--- src/edf_sched_pkg.sv ---
package edf_sched_pkg;

  localparam int MaxTasksDef = 16;

  localparam int CfgIdxW   = 1;
  localparam int CfgDataW  = 32;
  localparam int NumTasksW = 5;
  localparam int TimeW     = 32;
  localparam int WorkW     = 16;
  localparam int FieldIdxW = 4;
  localparam int StatusW   = 3;

  localparam logic OpLoad = 1'b0;
  localparam logic OpTick = 1'b1;

  localparam logic [CfgIdxW-1:0] CfgNumTasks = 1'b0;
  localparam logic [CfgIdxW-1:0] CfgHyper    = 1'b1;

  localparam logic [StatusW-1:0] StRun    = 3'd0;
  localparam logic [StatusW-1:0] StDone   = 3'd1;
  localparam logic [StatusW-1:0] StMiss   = 3'd2;
  localparam logic [StatusW-1:0] StHalted = 3'd3;
  localparam logic [StatusW-1:0] StLoaded = 3'd4;

  typedef struct packed {
    logic                 op;
    logic [FieldIdxW-1:0] task_index;
    logic [WorkW-1:0]     exec_time;
    logic [WorkW-1:0]     period;
  } sched_req_t;

  typedef struct packed {
    logic [StatusW-1:0]   status;
    logic                 slot_busy;
    logic [FieldIdxW-1:0] slot_task;
    logic [FieldIdxW-1:0] missed_task;
    logic [TimeW-1:0]     time_slot;
  } sched_rsp_t;

  typedef enum logic [2:0] {
    SeqIdle,
    SeqCalc,
    SeqCmp,
    SeqFinish,
    SeqEmit
  } seq_state_e;

  typedef struct packed {
    logic start;
    logic calc;
    logic step;
  } unit_ctl_t;

  typedef struct packed {
    logic [WorkW-1:0] exec_time;
    logic [WorkW-1:0] period;
    logic [TimeW-1:0] next_rel;
    logic [WorkW-1:0] work;
  } task_ent_t;

  typedef struct packed {
    logic             we;
    logic [TimeW-1:0] next_rel;
    logic [WorkW-1:0] work;
  } task_wb_t;

  typedef struct packed {
    logic             miss;
    logic             have_pick;
    logic             all_done;
    logic [TimeW-1:0] pick_rel;
    logic [WorkW-1:0] pick_work;
  } scan_sum_t;

endpackage

--- src/edf_sched_tbl.sv ---
module edf_sched_tbl #(
  parameter int MaxTasks = edf_sched_pkg::MaxTasksDef,
  localparam int IdxW = $clog2(MaxTasks)
) (
  input  logic                             clk_i,
  input  logic                             rst_ni,
  input  logic                             ld_we_i,
  input  logic [IdxW-1:0]                  ld_addr_i,
  input  logic [edf_sched_pkg::WorkW-1:0]  ld_exec_i,
  input  logic [edf_sched_pkg::WorkW-1:0]  ld_period_i,
  input  logic                             clr_i,
  input  logic [IdxW-1:0]                  wb_addr_i,
  input  edf_sched_pkg::task_wb_t          wb_i,
  input  logic [IdxW-1:0]                  rd_addr_i,
  output edf_sched_pkg::task_ent_t         ent_o
);
  import edf_sched_pkg::*;

  logic [WorkW-1:0] exec_mem   [MaxTasks];
  logic [WorkW-1:0] period_mem [MaxTasks];
  logic [TimeW-1:0] rel_mem    [MaxTasks];
  logic [WorkW-1:0] work_mem   [MaxTasks];

  logic [MaxTasks-1:0] vld_q;
  logic                vld_rd_q;
  logic [WorkW-1:0]    exec_rd_q;
  logic [WorkW-1:0]    period_rd_q;
  logic [TimeW-1:0]    rel_rd_q;
  logic [WorkW-1:0]    work_rd_q;

  always_ff @(posedge clk_i) begin
    if (ld_we_i) begin
      exec_mem[ld_addr_i]   <= ld_exec_i;
      period_mem[ld_addr_i] <= ld_period_i;
    end
    if (wb_i.we) begin
      rel_mem[wb_addr_i]  <= wb_i.next_rel;
      work_mem[wb_addr_i] <= wb_i.work;
    end
    exec_rd_q   <= exec_mem[rd_addr_i];
    period_rd_q <= period_mem[rd_addr_i];
    rel_rd_q    <= rel_mem[rd_addr_i];
    work_rd_q   <= work_mem[rd_addr_i];
  end

  // run state reads as zero until written after a restart
  always_ff @(posedge clk_i or negedge rst_ni) begin
    if (!rst_ni) begin
      vld_q    <= '0;
      vld_rd_q <= 1'b0;
    end else begin
      if (clr_i) begin
        vld_q <= '0;
      end else if (wb_i.we) begin
        vld_q[wb_addr_i] <= 1'b1;
      end
      vld_rd_q <= vld_q[rd_addr_i];
    end
  end

  always_comb begin
    ent_o.exec_time = exec_rd_q;
    ent_o.period    = period_rd_q;
    ent_o.next_rel  = vld_rd_q ? rel_rd_q : '0;
    ent_o.work      = vld_rd_q ? work_rd_q : '0;
  end

endmodule

--- src/edf_sched_unit.sv ---
module edf_sched_unit #(
  parameter int MaxTasks = edf_sched_pkg::MaxTasksDef,
  localparam int IdxW = $clog2(MaxTasks)
) (
  input  logic                             clk_i,
  input  logic                             rst_ni,
  input  edf_sched_pkg::unit_ctl_t         ctl_i,
  input  logic [IdxW-1:0]                  idx_i,
  input  edf_sched_pkg::task_ent_t         ent_i,
  input  logic [edf_sched_pkg::TimeW-1:0]  time_i,
  input  logic [edf_sched_pkg::TimeW-1:0]  hyper_i,
  output edf_sched_pkg::task_wb_t          wb_o,
  output edf_sched_pkg::scan_sum_t         sum_o,
  output logic [IdxW-1:0]                  miss_idx_o,
  output logic [IdxW-1:0]                  pick_idx_o
);
  import edf_sched_pkg::*;

  // first step: release check and distance of hyperperiod to next release
  logic                    act_d, rel_d, miss_d;
  logic [TimeW-1:0]        nr_d;
  logic [WorkW-1:0]        wk_d;
  logic signed [TimeW:0]   e_d;

  logic                    act_q, rel_q, miss1_q;
  logic [TimeW-1:0]        nr_q;
  logic [WorkW-1:0]        wk_q;
  logic [WorkW-1:0]        per_q;
  logic signed [TimeW:0]   e_q;

  always_comb begin
    act_d  = ent_i.period != '0;
    rel_d  = act_d && (ent_i.next_rel == time_i);
    miss_d = rel_d && (ent_i.work != '0);
    nr_d   = rel_d ? ent_i.next_rel + TimeW'(ent_i.period) : ent_i.next_rel;
    wk_d   = rel_d ? ent_i.exec_time : ent_i.work;
    e_d    = $signed({1'b0, hyper_i}) - $signed({1'b0, ent_i.next_rel});
  end

  always_ff @(posedge clk_i or negedge rst_ni) begin
    if (!rst_ni) begin
      act_q   <= 1'b0;
      rel_q   <= 1'b0;
      miss1_q <= 1'b0;
    end else if (ctl_i.calc) begin
      act_q   <= act_d;
      rel_q   <= rel_d;
      miss1_q <= miss_d;
    end
  end

  always_ff @(posedge clk_i) begin
    if (ctl_i.calc) begin
      nr_q  <= nr_d;
      wk_q  <= wk_d;
      per_q <= ent_i.period;
      e_q   <= e_d;
    end
  end

  // second step: job count test and earliest deadline compare
  // jobs done equals hyperperiod/period when h - next_rel + (left?p:0) is in [0, p)
  logic signed [TimeW+1:0] e_x, p_x, e_plus_p;
  logic                    ge_m1, ge0, ge1, ge2;
  logic                    win_lo, win_mid, win_hi;
  logic                    wn, wp, done_np, done_p, cand, better;

  logic                    have_q, miss_q, alln_q, exc_q, best_dp_q;
  logic [IdxW-1:0]         best_idx_q, miss_idx_q;
  logic [TimeW-1:0]        best_nr_q;
  logic [WorkW-1:0]        best_wk_q;

  function automatic logic win_sel(logic r, logic w, logic lo, logic mid, logic hi);
    logic res;
    unique case ({r, w})
      2'b01:   res = lo;
      2'b10:   res = hi;
      default: res = mid;
    endcase
    return res;
  endfunction

  always_comb begin
    e_x      = {e_q[TimeW], e_q};
    p_x      = $signed({{(TimeW + 2 - WorkW){1'b0}}, per_q});
    e_plus_p = e_x + p_x;
    ge_m1    = !e_plus_p[TimeW+1];
    ge0      = !e_x[TimeW+1];
    ge1      = e_x >= p_x;
    ge2      = e_x >= (p_x <<< 1);
    win_lo   = ge_m1 && !ge0;
    win_mid  = ge0 && !ge1;
    win_hi   = ge1 && !ge2;
    wn       = wk_q != '0;
    wp       = wk_q != WorkW'(1);
    done_np  = !act_q || win_sel(rel_q, wn, win_lo, win_mid, win_hi);
    done_p   = !act_q || win_sel(rel_q, wp, win_lo, win_mid, win_hi);
    cand     = act_q && wn;
    // ties go to the later entry
    better   = cand && (!have_q || (nr_q <= best_nr_q));
  end

  always_ff @(posedge clk_i or negedge rst_ni) begin
    if (!rst_ni) begin
      have_q    <= 1'b0;
      miss_q    <= 1'b0;
      alln_q    <= 1'b1;
      exc_q     <= 1'b1;
      best_dp_q <= 1'b1;
    end else if (ctl_i.start) begin
      have_q    <= 1'b0;
      miss_q    <= 1'b0;
      alln_q    <= 1'b1;
      exc_q     <= 1'b1;
      best_dp_q <= 1'b1;
    end else if (ctl_i.step) begin
      alln_q <= alln_q && done_np;
      if (miss1_q) begin
        miss_q <= 1'b1;
      end
      if (better) begin
        have_q    <= 1'b1;
        best_dp_q <= done_p;
        // the old best now counts as an unpicked task
        exc_q     <= alln_q;
      end else begin
        exc_q <= exc_q && done_np;
      end
    end
  end

  always_ff @(posedge clk_i) begin
    if (ctl_i.step) begin
      if (miss1_q) begin
        miss_idx_q <= idx_i;
      end
      if (better) begin
        best_idx_q <= idx_i;
        best_nr_q  <= nr_q;
        best_wk_q  <= wk_q;
      end
    end
  end

  always_comb begin
    wb_o.we          = rel_q;
    wb_o.next_rel    = nr_q;
    wb_o.work        = wk_q;
    sum_o.miss       = miss_q;
    sum_o.have_pick  = have_q;
    sum_o.all_done   = have_q ? (exc_q && best_dp_q) : alln_q;
    sum_o.pick_rel   = best_nr_q;
    sum_o.pick_work  = best_wk_q - WorkW'(1);
    miss_idx_o       = miss_idx_q;
    pick_idx_o       = best_idx_q;
  end

endmodule

--- src/edf_periodic_task_scheduler_core.sv ---
// Earliest-deadline-first scheduler for periodic tasks. A load request writes one task entry
// (execution time, period) and restarts the run at time zero; a tick request simulates one
// time slot. Each request returns one result: slot run, all jobs done, deadline miss, halted,
// or loaded. Task tables live in small memories with one read and one write port, and a single
// evaluation unit visits the task entries one at a time, first releasing due jobs and then
// keeping the earliest deadline and the jobs-done tally. No new request is taken until the
// result of the current one sits in the output register, which holds it while the output is
// stalled. Configuration writes are taken in any cycle and must only be issued while the block
// is idle.
module edf_periodic_task_scheduler_core #(
  parameter int MaxTasks = edf_sched_pkg::MaxTasksDef
) (
  input  logic                                clk_i,
  input  logic                                rst_ni,
  input  logic                                in_valid_i,
  output logic                                in_stall_o,
  input  edf_sched_pkg::sched_req_t           in_req_i,
  output logic                                out_valid_o,
  input  logic                                out_stall_i,
  output edf_sched_pkg::sched_rsp_t           out_rsp_o,
  input  logic                                cfg_valid_i,
  output logic                                cfg_ready_o,
  input  logic [edf_sched_pkg::CfgIdxW-1:0]   cfg_index_i,
  input  logic [edf_sched_pkg::CfgDataW-1:0]  cfg_data_i
);
  import edf_sched_pkg::*;

  localparam int IdxW = $clog2(MaxTasks);
  localparam int CntW = $clog2(MaxTasks + 1);

  seq_state_e           state_q, state_d;
  logic [CntW-1:0]      cnt_q, cnt_d, nxt_cnt, n_act;
  logic [TimeW-1:0]     time_q, time_d;
  logic                 halted_q, halted_d;
  logic [NumTasksW-1:0] num_tasks_q;
  logic [TimeW-1:0]     hyper_q;
  sched_rsp_t           rsp_q, rsp_d, out_q;
  logic                 out_valid_q;
  logic                 emit_ok, emit_fire, last_task;

  unit_ctl_t            ctl;
  logic                 ld_we, clr;
  logic [IdxW-1:0]      rd_addr, wb_addr, miss_idx, pick_idx;
  task_wb_t             tbl_wb, unit_wb;
  task_ent_t            ent;
  scan_sum_t            sum;

  edf_sched_tbl #(.MaxTasks(MaxTasks)) u_tbl (
    .clk_i       (clk_i),
    .rst_ni      (rst_ni),
    .ld_we_i     (ld_we),
    .ld_addr_i   (IdxW'(in_req_i.task_index)),
    .ld_exec_i   (in_req_i.exec_time),
    .ld_period_i (in_req_i.period),
    .clr_i       (clr),
    .wb_addr_i   (wb_addr),
    .wb_i        (tbl_wb),
    .rd_addr_i   (rd_addr),
    .ent_o       (ent)
  );

  edf_sched_unit #(.MaxTasks(MaxTasks)) u_unit (
    .clk_i      (clk_i),
    .rst_ni     (rst_ni),
    .ctl_i      (ctl),
    .idx_i      (cnt_q[IdxW-1:0]),
    .ent_i      (ent),
    .time_i     (time_q),
    .hyper_i    (hyper_q),
    .wb_o       (unit_wb),
    .sum_o      (sum),
    .miss_idx_o (miss_idx),
    .pick_idx_o (pick_idx)
  );

  always_comb begin
    if (32'(num_tasks_q) > 32'(MaxTasks)) begin
      n_act = CntW'(MaxTasks);
    end else begin
      n_act = CntW'(num_tasks_q);
    end
  end

  assign nxt_cnt    = cnt_q + CntW'(1);
  assign last_task  = nxt_cnt == n_act;
  assign emit_ok    = !out_valid_q || !out_stall_i;
  assign emit_fire  = (state_q == SeqEmit) && emit_ok;
  assign in_stall_o = state_q != SeqIdle;

  always_comb begin
    state_d  = state_q;
    cnt_d    = cnt_q;
    time_d   = time_q;
    halted_d = halted_q;
    rsp_d    = rsp_q;
    ctl      = '0;
    ld_we    = 1'b0;
    clr      = 1'b0;
    rd_addr  = '0;
    wb_addr  = cnt_q[IdxW-1:0];
    tbl_wb   = '0;
    unique case (state_q)
      SeqIdle: begin
        if (in_valid_i) begin
          rsp_d = '0;
          if (in_req_i.op == OpLoad) begin
            ld_we        = 32'(in_req_i.task_index) < 32'(MaxTasks);
            clr          = 1'b1;
            time_d       = '0;
            halted_d     = 1'b0;
            rsp_d.status = StLoaded;
            state_d      = SeqEmit;
          end else if (halted_q) begin
            rsp_d.status    = StHalted;
            rsp_d.time_slot = time_q;
            state_d         = SeqEmit;
          end else begin
            ctl.start = 1'b1;
            cnt_d     = '0;
            state_d   = (n_act == '0) ? SeqFinish : SeqCalc;
          end
        end
      end
      SeqCalc: begin
        ctl.calc = 1'b1;
        state_d  = SeqCmp;
      end
      SeqCmp: begin
        ctl.step = 1'b1;
        tbl_wb   = unit_wb;
        if (last_task) begin
          state_d = SeqFinish;
        end else begin
          cnt_d   = nxt_cnt;
          rd_addr = nxt_cnt[IdxW-1:0];
          state_d = SeqCalc;
        end
      end
      SeqFinish: begin
        rsp_d           = '0;
        rsp_d.time_slot = time_q;
        if (sum.miss) begin
          rsp_d.status      = StMiss;
          rsp_d.missed_task = FieldIdxW'(miss_idx);
          halted_d          = 1'b1;
        end else begin
          // the picked task spends one slot of work
          wb_addr          = pick_idx;
          tbl_wb.we        = sum.have_pick;
          tbl_wb.next_rel  = sum.pick_rel;
          tbl_wb.work      = sum.pick_work;
          rsp_d.slot_busy  = sum.have_pick;
          rsp_d.slot_task  = sum.have_pick ? FieldIdxW'(pick_idx) : '0;
          rsp_d.status     = sum.all_done ? StDone : StRun;
          halted_d         = sum.all_done || (time_q == hyper_q);
          time_d           = time_q + TimeW'(1);
        end
        state_d = SeqEmit;
      end
      SeqEmit: begin
        if (emit_ok) begin
          state_d = SeqIdle;
        end
      end
      default: begin
        state_d = SeqIdle;
      end
    endcase
  end

  always_ff @(posedge clk_i or negedge rst_ni) begin
    if (!rst_ni) begin
      state_q  <= SeqIdle;
      cnt_q    <= '0;
      time_q   <= '0;
      halted_q <= 1'b0;
    end else begin
      state_q  <= state_d;
      cnt_q    <= cnt_d;
      time_q   <= time_d;
      halted_q <= halted_d;
    end
  end

  always_ff @(posedge clk_i) begin
    rsp_q <= rsp_d;
    if (emit_fire) begin
      out_q <= rsp_q;
    end
  end

  always_ff @(posedge clk_i or negedge rst_ni) begin
    if (!rst_ni) begin
      out_valid_q <= 1'b0;
    end else if (emit_fire) begin
      out_valid_q <= 1'b1;
    end else if (!out_stall_i) begin
      out_valid_q <= 1'b0;
    end
  end

  assign out_valid_o = out_valid_q;
  assign out_rsp_o   = out_q;
  assign cfg_ready_o = 1'b1;

  always_ff @(posedge clk_i or negedge rst_ni) begin
    if (!rst_ni) begin
      num_tasks_q <= NumTasksW'(1);
      hyper_q     <= TimeW'(1);
    end else if (cfg_valid_i) begin
      unique case (cfg_index_i)
        CfgNumTasks: num_tasks_q <= cfg_data_i[NumTasksW-1:0];
        CfgHyper:    hyper_q     <= cfg_data_i[TimeW-1:0];
        default:     hyper_q     <= hyper_q;
      endcase
    end
  end

  a_scan_in_range: assert property (@(posedge clk_i) disable iff (!rst_ni)
    (state_q == SeqCmp) |-> (cnt_q < n_act))
    else $error("task scan index beyond active task count");

  a_stop_report_halts: assert property (@(posedge clk_i) disable iff (!rst_ni)
    ((state_q == SeqEmit) && ((rsp_q.status == StMiss) || (rsp_q.status == StHalted)))
      |-> halted_q)
    else $error("miss or halted result without halted run");

  a_time_advances: assert property (@(posedge clk_i) disable iff (!rst_ni)
    ((state_q == SeqFinish) && !sum.miss) |=> (time_q == $past(time_q) + TimeW'(1)))
    else $error("time did not advance after a completed slot");

  a_wb_in_scan: assert property (@(posedge clk_i) disable iff (!rst_ni)
    tbl_wb.we |-> ((state_q == SeqCmp) || (state_q == SeqFinish)))
    else $error("task state written outside a scan");

endmodule

--- config.mk ---
export PLATFORM = sky130hd
export DESIGN_NAME = edf_periodic_task_scheduler_core
export DESIGN_NICKNAME = d
export VERILOG_FILES = /design/src/edf_sched_pkg.sv /design/src/edf_sched_tbl.sv /design/src/edf_sched_unit.sv /design/src/edf_periodic_task_scheduler_core.sv
export SDC_FILE = /design/constraint.sdc
export NUM_CORES = 2
export LEC_CHECK = 0
export ABC_AREA = 1
export BUFFER_PORTS_ARGS = -buffer_cell sky130_fd_sc_hd__buf_2
export CORE_AREA = 2 2 397 399
export DETAILED_ROUTE_END_ITERATION = 6
export DIE_AREA = 0 0 399 401
export PLACE_DENSITY = 0.65
export SYNTH_ARGS = -nofsm -noshare
export SYNTH_HDL_FRONTEND = slang
export SYNTH_HIERARCHICAL = 1
export SYNTH_SLANG_ARGS = --single-unit
--- constraint.sdc ---
create_clock -name clk_i -period 11.3 [get_ports clk_i]
set_input_delay 1.13 -clock clk_i [delete_from_list [all_inputs] [get_ports clk_i]]
set_output_delay 1.13 -clock clk_i [all_outputs]
set_load 0.02 [all_outputs]
After elaboration in Yosys (flattened, before gate mapping)
Memories as Yosys holds them, arrays and structs flattened. A register that Yosys moved wholly into a read port is not among the register bits.
Index checks and enable logic that the tools add are counted.
Word-level totals
  register bits after elaboration: 345
  latch bits: 0
  bits in writable memories: 1280
  ROM bits: 0
  input bits: 75
  logic and storage cells: 202
  memories: 4
Memories
  u_tbl.rel_mem: words 16, width 32, rd ports 1, clocked after Yosys merged registers in 1, write ports 1, line edf_sched_tbl.sv:21  | logic [TimeW-1:0] rel_mem [MaxTasks];
  u_tbl.exec_mem: words 16, width 16, rd ports 1, clocked after Yosys merged registers in 1, write ports 1, line edf_sched_tbl.sv:19  | logic [WorkW-1:0] exec_mem [MaxTasks];
  u_tbl.period_mem: words 16, width 16, rd ports 1, clocked after Yosys merged registers in 1, write ports 1, line edf_sched_tbl.sv:20  | logic [WorkW-1:0] period_mem [MaxTasks];
  u_tbl.work_mem: words 16, width 16, rd ports 1, clocked after Yosys merged registers in 1, write ports 1, line edf_sched_tbl.sv:22  | logic [WorkW-1:0] work_mem [MaxTasks];
Operators by class
  add/subtract/negate cells: 6
  multipliers: 0
  divide/modulo/power cells: 0
  order comparisons: 7
  equal/unequal tests: 20
  shift operators: 0
  mux-type cells: 80
  bitwise operators: 2
  reductions and logical operators: 48
Operators by type and width (count)
  two-way mux 32 bit: 7
  one-hot mux 49 bit (2 select lines): 1
  one-hot mux 44 bit (2 select lines): 1
  == test 32 bit: 2
  two-way mux 16 bit: 4
  one-hot mux 32 bit (2 select lines): 1
  two-way mux 49 bit: 1
  nonzero test 16 bit: 3
  two-way mux 44 bit: 1
  two-way mux 1 bit: 36
  adder 33 x 17 -> 34 bit: 1
  >= comparator 33 x 17 -> 1 bit: 1
  >= comparator 33 x 18 -> 1 bit: 1
  subtractor 32 x 32 -> 33 bit: 1
  adder 32 x 1 -> 32 bit, second input constant: 1
  adder 32 x 16 -> 32 bit: 1
  less-or-equal comparator 32 bit: 1
  two-way mux 5 bit: 6
  two-way mux 4 bit: 6
  != test 16 x 1 -> 1 bit, second input constant: 1
  OR 16 bit: 1
  AND reduction 2 bit: 8
  subtractor 16 x 1 -> 16 bit, second input constant: 1
  two-way mux 3 bit: 5
  other kinds (29): 71

Longest topological paths before layout
  depth after elaboration: 9
  gate-level depth with buffers: 20
  mapped depth without buffers: 19

Cells and area by module
The synthesis kept the hierarchy.
By module, submodules not included
  edf_sched_tbl: times used 1, cells an instance 5494, area each 57555.2 um^2, sequential area each 40463.8 um^2
  edf_sched_unit: times used 1, cells an instance 1388, area each 11797.6 um^2, sequential area each 4798.4 um^2
  edf_periodic_task_scheduler_core: times used 1, cells an instance 824, area each 8056.5 um^2, sequential area each 4621.9 um^2

Worst setup path before layout
OpenSTA, ideal clock, no wires.
  path type: reg-to-reg
  start point: register state_q[1]
  end point: register u_unit.miss1_q
  setup time: 0.125 ns
  data arrival time: 8.131 ns
  setup slack: 3.044 ns
  stages on the path, launching flop included: 4
  path buffers: 0
  clock period less this slack: 8.256 ns
  cell sequence: dfrtp_1 > nor3_1 > inv_1 > a22o_1
RTL lines
  start: declaration: line edf_periodic_task_scheduler_core.sv:31  | seq_state_e state_q, state_d;
  start signal: assignment: line edf_periodic_task_scheduler_core.sv:173  | state_q <= SeqIdle;
  start signal: assignment: line edf_periodic_task_scheduler_core.sv:178  | state_q <= state_d;
  end signal: assignment: line edf_sched_unit.sv:48  | miss1_q <= miss_d;
  end: declaration: line edf_sched_unit.sv:25  | logic act_q, rel_q, miss1_q;

Worst setup path in the final report
  start point: register cnt_q[0]
  end point: register u_tbl.period_rd_q[5] (read register of u_tbl.period_mem)
Between the ends
  cells in the longest elaborated chain, start to end: 4
RTL lines
  start: declaration: line edf_periodic_task_scheduler_core.sv:32  | logic [CntW-1:0] cnt_q, cnt_d, nxt_cnt, n_act;
  start signal: assignment: line edf_periodic_task_scheduler_core.sv:179  | cnt_q <= cnt_d;
  adder 5 x 1 -> 5 bit *: line edf_periodic_task_scheduler_core.sv:84  | assign nxt_cnt = cnt_q + CntW'(1);
  == test 5 bit: line edf_periodic_task_scheduler_core.sv:85  | assign last_task = nxt_cnt == n_act;
  two-way mux 4 bit *: line edf_periodic_task_scheduler_core.sv:131  | if (last_task) begin
  two-way mux 4 bit *: line edf_periodic_task_scheduler_core.sv:102  | unique case (state_q)
  via rd_addr[0]: line edf_periodic_task_scheduler_core.sv:43  | logic [IdxW-1:0] rd_addr, wb_addr, miss_idx, pick_idx;
  end: declaration: line edf_sched_tbl.sv:27  | logic [WorkW-1:0] period_rd_q;
The timed path passes the listed nets; every way through them passes the cells marked *.
A chain may end at the register's enable or synchronous reset.

==> results.md <==
- After synthesis, the share of flip-flops with an asynchronous set or reset is 6.10%.
- TritonCTS built the clock tree.
- At the pin with the least slew margin, the transition time is 1.22 ns.
- The total clock buffers created by CTS is 175.
- Cells with a size suffix above 1 make up 7.21% of the layout.
- In this run the horizontal extent of the chip is 399 µm.
- The required time of the critical path is 12.01 ns.
- Subtracting the final worst setup slack from the clock period gives 5.04 ns.
- In this run the worst path has a maximum fanout of 150.
- The number of enable-type register cells in the synthesized netlist is 1521.
- The clock latency at the later pin of the worst-skew pair is 0.82 ns.
- The count of input and output buffers is 120.
- The internal power consumption is 12000 µW.
- The endpoint type of the worst setup path is a register.
- At the worst endpoint, the arrival time is 5.75 ns.
- The worst stage delay on the critical path is 0.86 ns.
- The element type at the critical path start is a register.
- The first global-routing pass estimated 310 mm of wire.
- The share of synthesized area in the top cell type comes to 59.0%.
- Of the synthesized area, sequential elements account for 64.4%.
- On the critical path, the stage with the largest delay is an instance of sky130_fd_sc_hd__buf_4.
- CTS placed an instance of sky130_fd_sc_hd__clkbuf_16 at the clock tree root.
- In the final routed layout, each cell accounts on average for 20.6 µm.
- Counting stages on the worst path, the most repeated cell is sky130_fd_sc_hd__nand3_1.
- Sequential cells account for 46.4% of the total power.
- The net count of the finished layout is 7982.
- For this run the aggregate overflow at the end of global routing stands at 0.
- The dominant register cell in the synthesized netlist is sky130_fd_sc_hd__edfxtp_1.
- The worst-case clock skew is 0.0522 ns.
- Across the run, the number of max-cap violations was 0.
- The classification of the worst-slack hold path is reg -> reg.
- The number of max-slew violations in the final report was 0.
- The number of hold buffers added after CTS was 0.
- The number of antenna violations at the first check in global routing is 15.
- The filler cells instantiated in the layout total 13354.
- Using the TritonRoute via totals, the vias-per-cell ratio works out to 5.33.
- The routed metal-1 wirelength is 84.6 mm.
- The routed design uses 15.4 mm of met3 wire.
- In the final timing run, aggregate negative setup slack is 0 ns.
- The synthesized net count is 7918.
- The final count of hold timing violations is 0.
- The largest net degree at the start of global routing is 178.
- Of all cell types, the one taking the most synthesized area is sky130_fd_sc_hd__edfxtp_1.
- The static power due to leakage is 0.0366 µW.
- The die footprint is 160000 µm².
- The routed wire length is 206 mm.
- The number of optimization iterations in the first detailed-route pass is 7.
- For this design the total switching power over the nets is 5330 µW.
- Counting both buffers and inverters, the worst setup path holds a total of 5.
- The residual DRC count is 5.
- The startpoint identified for the worst hold timing path is rsp_q[23].
- The clock network burns 33.7% of the power.
- After clock tree synthesis, the clock-pin slew on the worst setup and hold paths is 0.06 ns.
- In this run, the combinational gates consume 19.9% of the power.
- The worst-case headroom to the max-slew limit is 18.5%.
- Signal routing reaches up to met5.
- The area growth from synthesis to layout is 10.7%.
- The power consumption is 17300 µW.
- The path with the worst hold slack has its endpoint at out_rsp_o[23].
- The worst hold path cell count is 0.
- Timing analysis after detailed placement gives a worst setup slack of 6.29 ns.
- The endpoint of the lowest-slack register-to-register path is u_tbl/period_rd_q[5].
- Derived from the worst setup path, the maximum achievable clock frequency is 0.199 GHz.
- The total number of clock tree sinks is 1705.
- The number of global-route vias before repair is 51066.
- The routed length on met2 is 98.7 mm.
- The overall via count from detail_route is 53190.
- The depth of the CTS H-tree is 4.
- Post-CTS timing repair inserted 0 buffers for setup.
- In this run the cell area of the synthesized design comes to 77400 µm².
- After synthesis the netlist holds a flip-flop and latch count of 1705.
- Power spread over the standard cell area amounts to 202 nW/µm².
- The checks that failed: design-rule violations.
- Traced cell by cell, the critical path runs through ha_1, inv_1, nand2_1, nand3_1, nor2_1, nand3_1, nand2_1, nand2_1, nand3_1, inv_8, inv_8, buf_4, buf_4, nand2_1, nand3_1, nand3_1, nand3_1, nand2_1.
- The slack of the critical path is 6.26 ns.
- The placeable core region is 156000 µm².
- The number of cells on the worst reg-to-reg path is 18.
- Each instance of the synthesized netlist takes up on average 10.0 µm².
- Once the floorplan was initialized, standard cells occupied 49.7% of the core.
- The final weighted congestion of routability-driven global placement is 0.956.
- The final-report setup violation count is 0.
- The number of instances in the synthesized netlist is 7706.
- Yosys attributes the largest share of cell area to sky130_fd_sc_hd__edfxtp_1 59%, sky130_fd_sc_hd__nand2_1 11%, sky130_fd_sc_hd__nand3_1 6.9%, sky130_fd_sc_hd__inv_1 6.5%, sky130_fd_sc_hd__dfrtp_1 3.2%.
- The warning count from the yosys run is 6.
- The die is 401 µm tall.
- The cell row count is 145.
- The count of nets left with antenna violations once routing finished came out at 0.
- The startpoint identified for the worst register-to-register timing path is cnt_q[0].
- Setup repair after global routing left no endpoint under its margin.
- The overall track demand over capacity in global routing is 25.6%.
- The number of ports placed on the die boundary is 122.
- The number of different library cells used by synthesis comes to 63.
- The detailed router finished its first iteration with 5157 violations.
- The worst path uses 44.6% of the clock period.
- The worst vdd rail ir drop is 0.000158 V.
- The run finished, with violations left.
- After clock tree synthesis, the repair step resized 0 gates.
- The worst setup path is of the reg -> reg kind.
- The switching portion of total power is 30.8%.
- On the critical path the largest part of the delay comes from buffers and inverters.
- The clock passes through at most 3 buffers.
- The startpoint of the worst setup timing path is cnt_q[0].
- The placed wire-length estimate after detailed placement is 119 mm.
- The reg-to-reg setup timing slack is 6.26 ns.
[cells in the mapped netlist, drive strengths merged (2+ instances only)]
library cell	number
dfstp	5
a211oi	2
fa	2
edfxtp	1521
o2111ai	2
dfrtp	99
ha	135
a21boi	3
o21ai	94
buf	265
a221oi	2
clkbuf	43
xor2	62
a22o	49
xnor2	65
o21a	7
nor4	24
dfxtp	80
mux2	24
o211ai	5
nand3	1065
nand2	2242
or2	8
nor2	288
o21bai	9
a21oi	129
nor3	57
a21o	6
and2	2
nand3b	6
inv	1348
nand4	41
a31oi	7
[worst max-delay path by stage]
stage	endpoint	slack (ns)	cells after the start
3_5_place_dp	u_tbl/period_rd_q[5]	6.29	18
3_3_place_gp	u_tbl/period_rd_q[3]	6.38	19
5_1_grt	u_tbl/work_rd_q[13]	5.80	19
6_report	u_tbl/period_rd_q[5]	6.26	18
4_1_cts	u_tbl/period_rd_q[5]	6.32	16
2_1_floorplan	u_unit/miss1_q	3.04	3
[routing by layer]
metal	vias to the layer above	GRT usage (%)
met3	445	4.23
met4	14	9.02
li1	25187	-
met2	2009	42.7
met1	25535	33.8
met5	-	0
[cells in the final DEF (no fill, tap or decap), types with 21 or more instances in the layout]
cell	instances
sky130_fd_sc_hd__nand2_1	2236
sky130_fd_sc_hd__nand4_1	41
sky130_fd_sc_hd__dfrtp_1	98
sky130_fd_sc_hd__nor2_4	21
sky130_fd_sc_hd__a21oi_1	122
sky130_fd_sc_hd__dfxtp_1	80
sky130_fd_sc_hd__xor2_1	62
sky130_fd_sc_hd__clkbuf_16	177
sky130_fd_sc_hd__buf_2	119
sky130_fd_sc_hd__nor2_1	264
sky130_fd_sc_hd__clkbuf_1	48
sky130_fd_sc_hd__nand3_1	1062
sky130_fd_sc_hd__nor4_1	22
sky130_fd_sc_hd__mux2_2	24
sky130_fd_sc_hd__buf_4	74
sky130_fd_sc_hd__o21ai_0	84
sky130_fd_sc_hd__inv_1	1322
sky130_fd_sc_hd__nor3_1	49
sky130_fd_sc_hd__clkinv_1	22
sky130_fd_sc_hd__xnor2_1	65
sky130_fd_sc_hd__a22o_1	49
sky130_fd_sc_hd__edfxtp_1	1521
sky130_fd_sc_hd__ha_1	135
sky130_fd_sc_hd__clkinv_2	38
[metrics by stage]
stage          cells  utilization, %  cell area [µm²]  hold slack (ns)
3_3_place_gp    9651            51.3            79800            0.403
3_5_place_dp    9651            51.3            79800            0.405
5_1_grt         9980            55.0            85700            0.423
6_report        9981            55.0            85700            0.413
4_1_cts         9979            55.0            85700            0.411
2_1_floorplan   7706               -            77400            0.400
[registers in the layout, indices dropped and copies added (netlist names), 32 cells and up]
register          count
hyper_q              32
out_rsp_o            44
rsp_q                44
time_q               32
u_tbl/exec_mem      256
u_tbl/period_mem    256
u_tbl/rel_mem       512
u_tbl/rel_rd_q       32
u_tbl/work_mem      256
u_unit/best_nr_q     32
u_unit/e_q           33
u_unit/nr_q          32
[worst reg2reg max path: cells and delay by family (launching register included)]
family / cells / cell delay (ns)
buffers and inverters: 5 / 2.78
adder cells (fa/ha/maj): 1 / 0.42
AND/OR/NAND/NOR: 12 / 1.29
flip-flops: 1 / 0.46
[final cells by class]
type / count / area (µm²) / share of cell area (%)
antenna: 2 / 5.00 / 0.00584
clock buffer: 244 / 4870 / 5.69
clock inverter: 84 / 975 / 1.14
inverter: 1349 / 5120 / 5.98
multi-input combinational: 4344 / 21000 / 24.6
sequential: 1705 / 49900 / 58.2
tap: 2058 / 2570 / 3.01
timing repair buffer: 195 / 1190 / 1.39
[logic make-up after synthesis]
kind of cell             count (synthesis)  synth area share (%)
AND/OR/NAND/NOR                       3735                  20.4
buffers and inverters                 1657                  8.62
adder cells (fa/ha/maj)                137                  2.23
other                                    1               0.00484
AO/OA/AOI/OAI                          320                  2.50
XOR/XNOR                               127                  1.44
flip-flops                            1705                  64.4
multiplexers                            24                 0.349
[power by group through the flow]
stage / sequential [µW] / clock [µW] / combinational [µW]
CTS: 8020 / 5930 / 3440
floorplan: 8020 / 0 / 2460
global placement: 8140 / 0 / 3360
global route: 8070 / 6170 / 3850
detailed placement: 8150 / 0 / 3420
finish: 8030 / 5850 / 3450
Power figures use the tool's default switching activity.
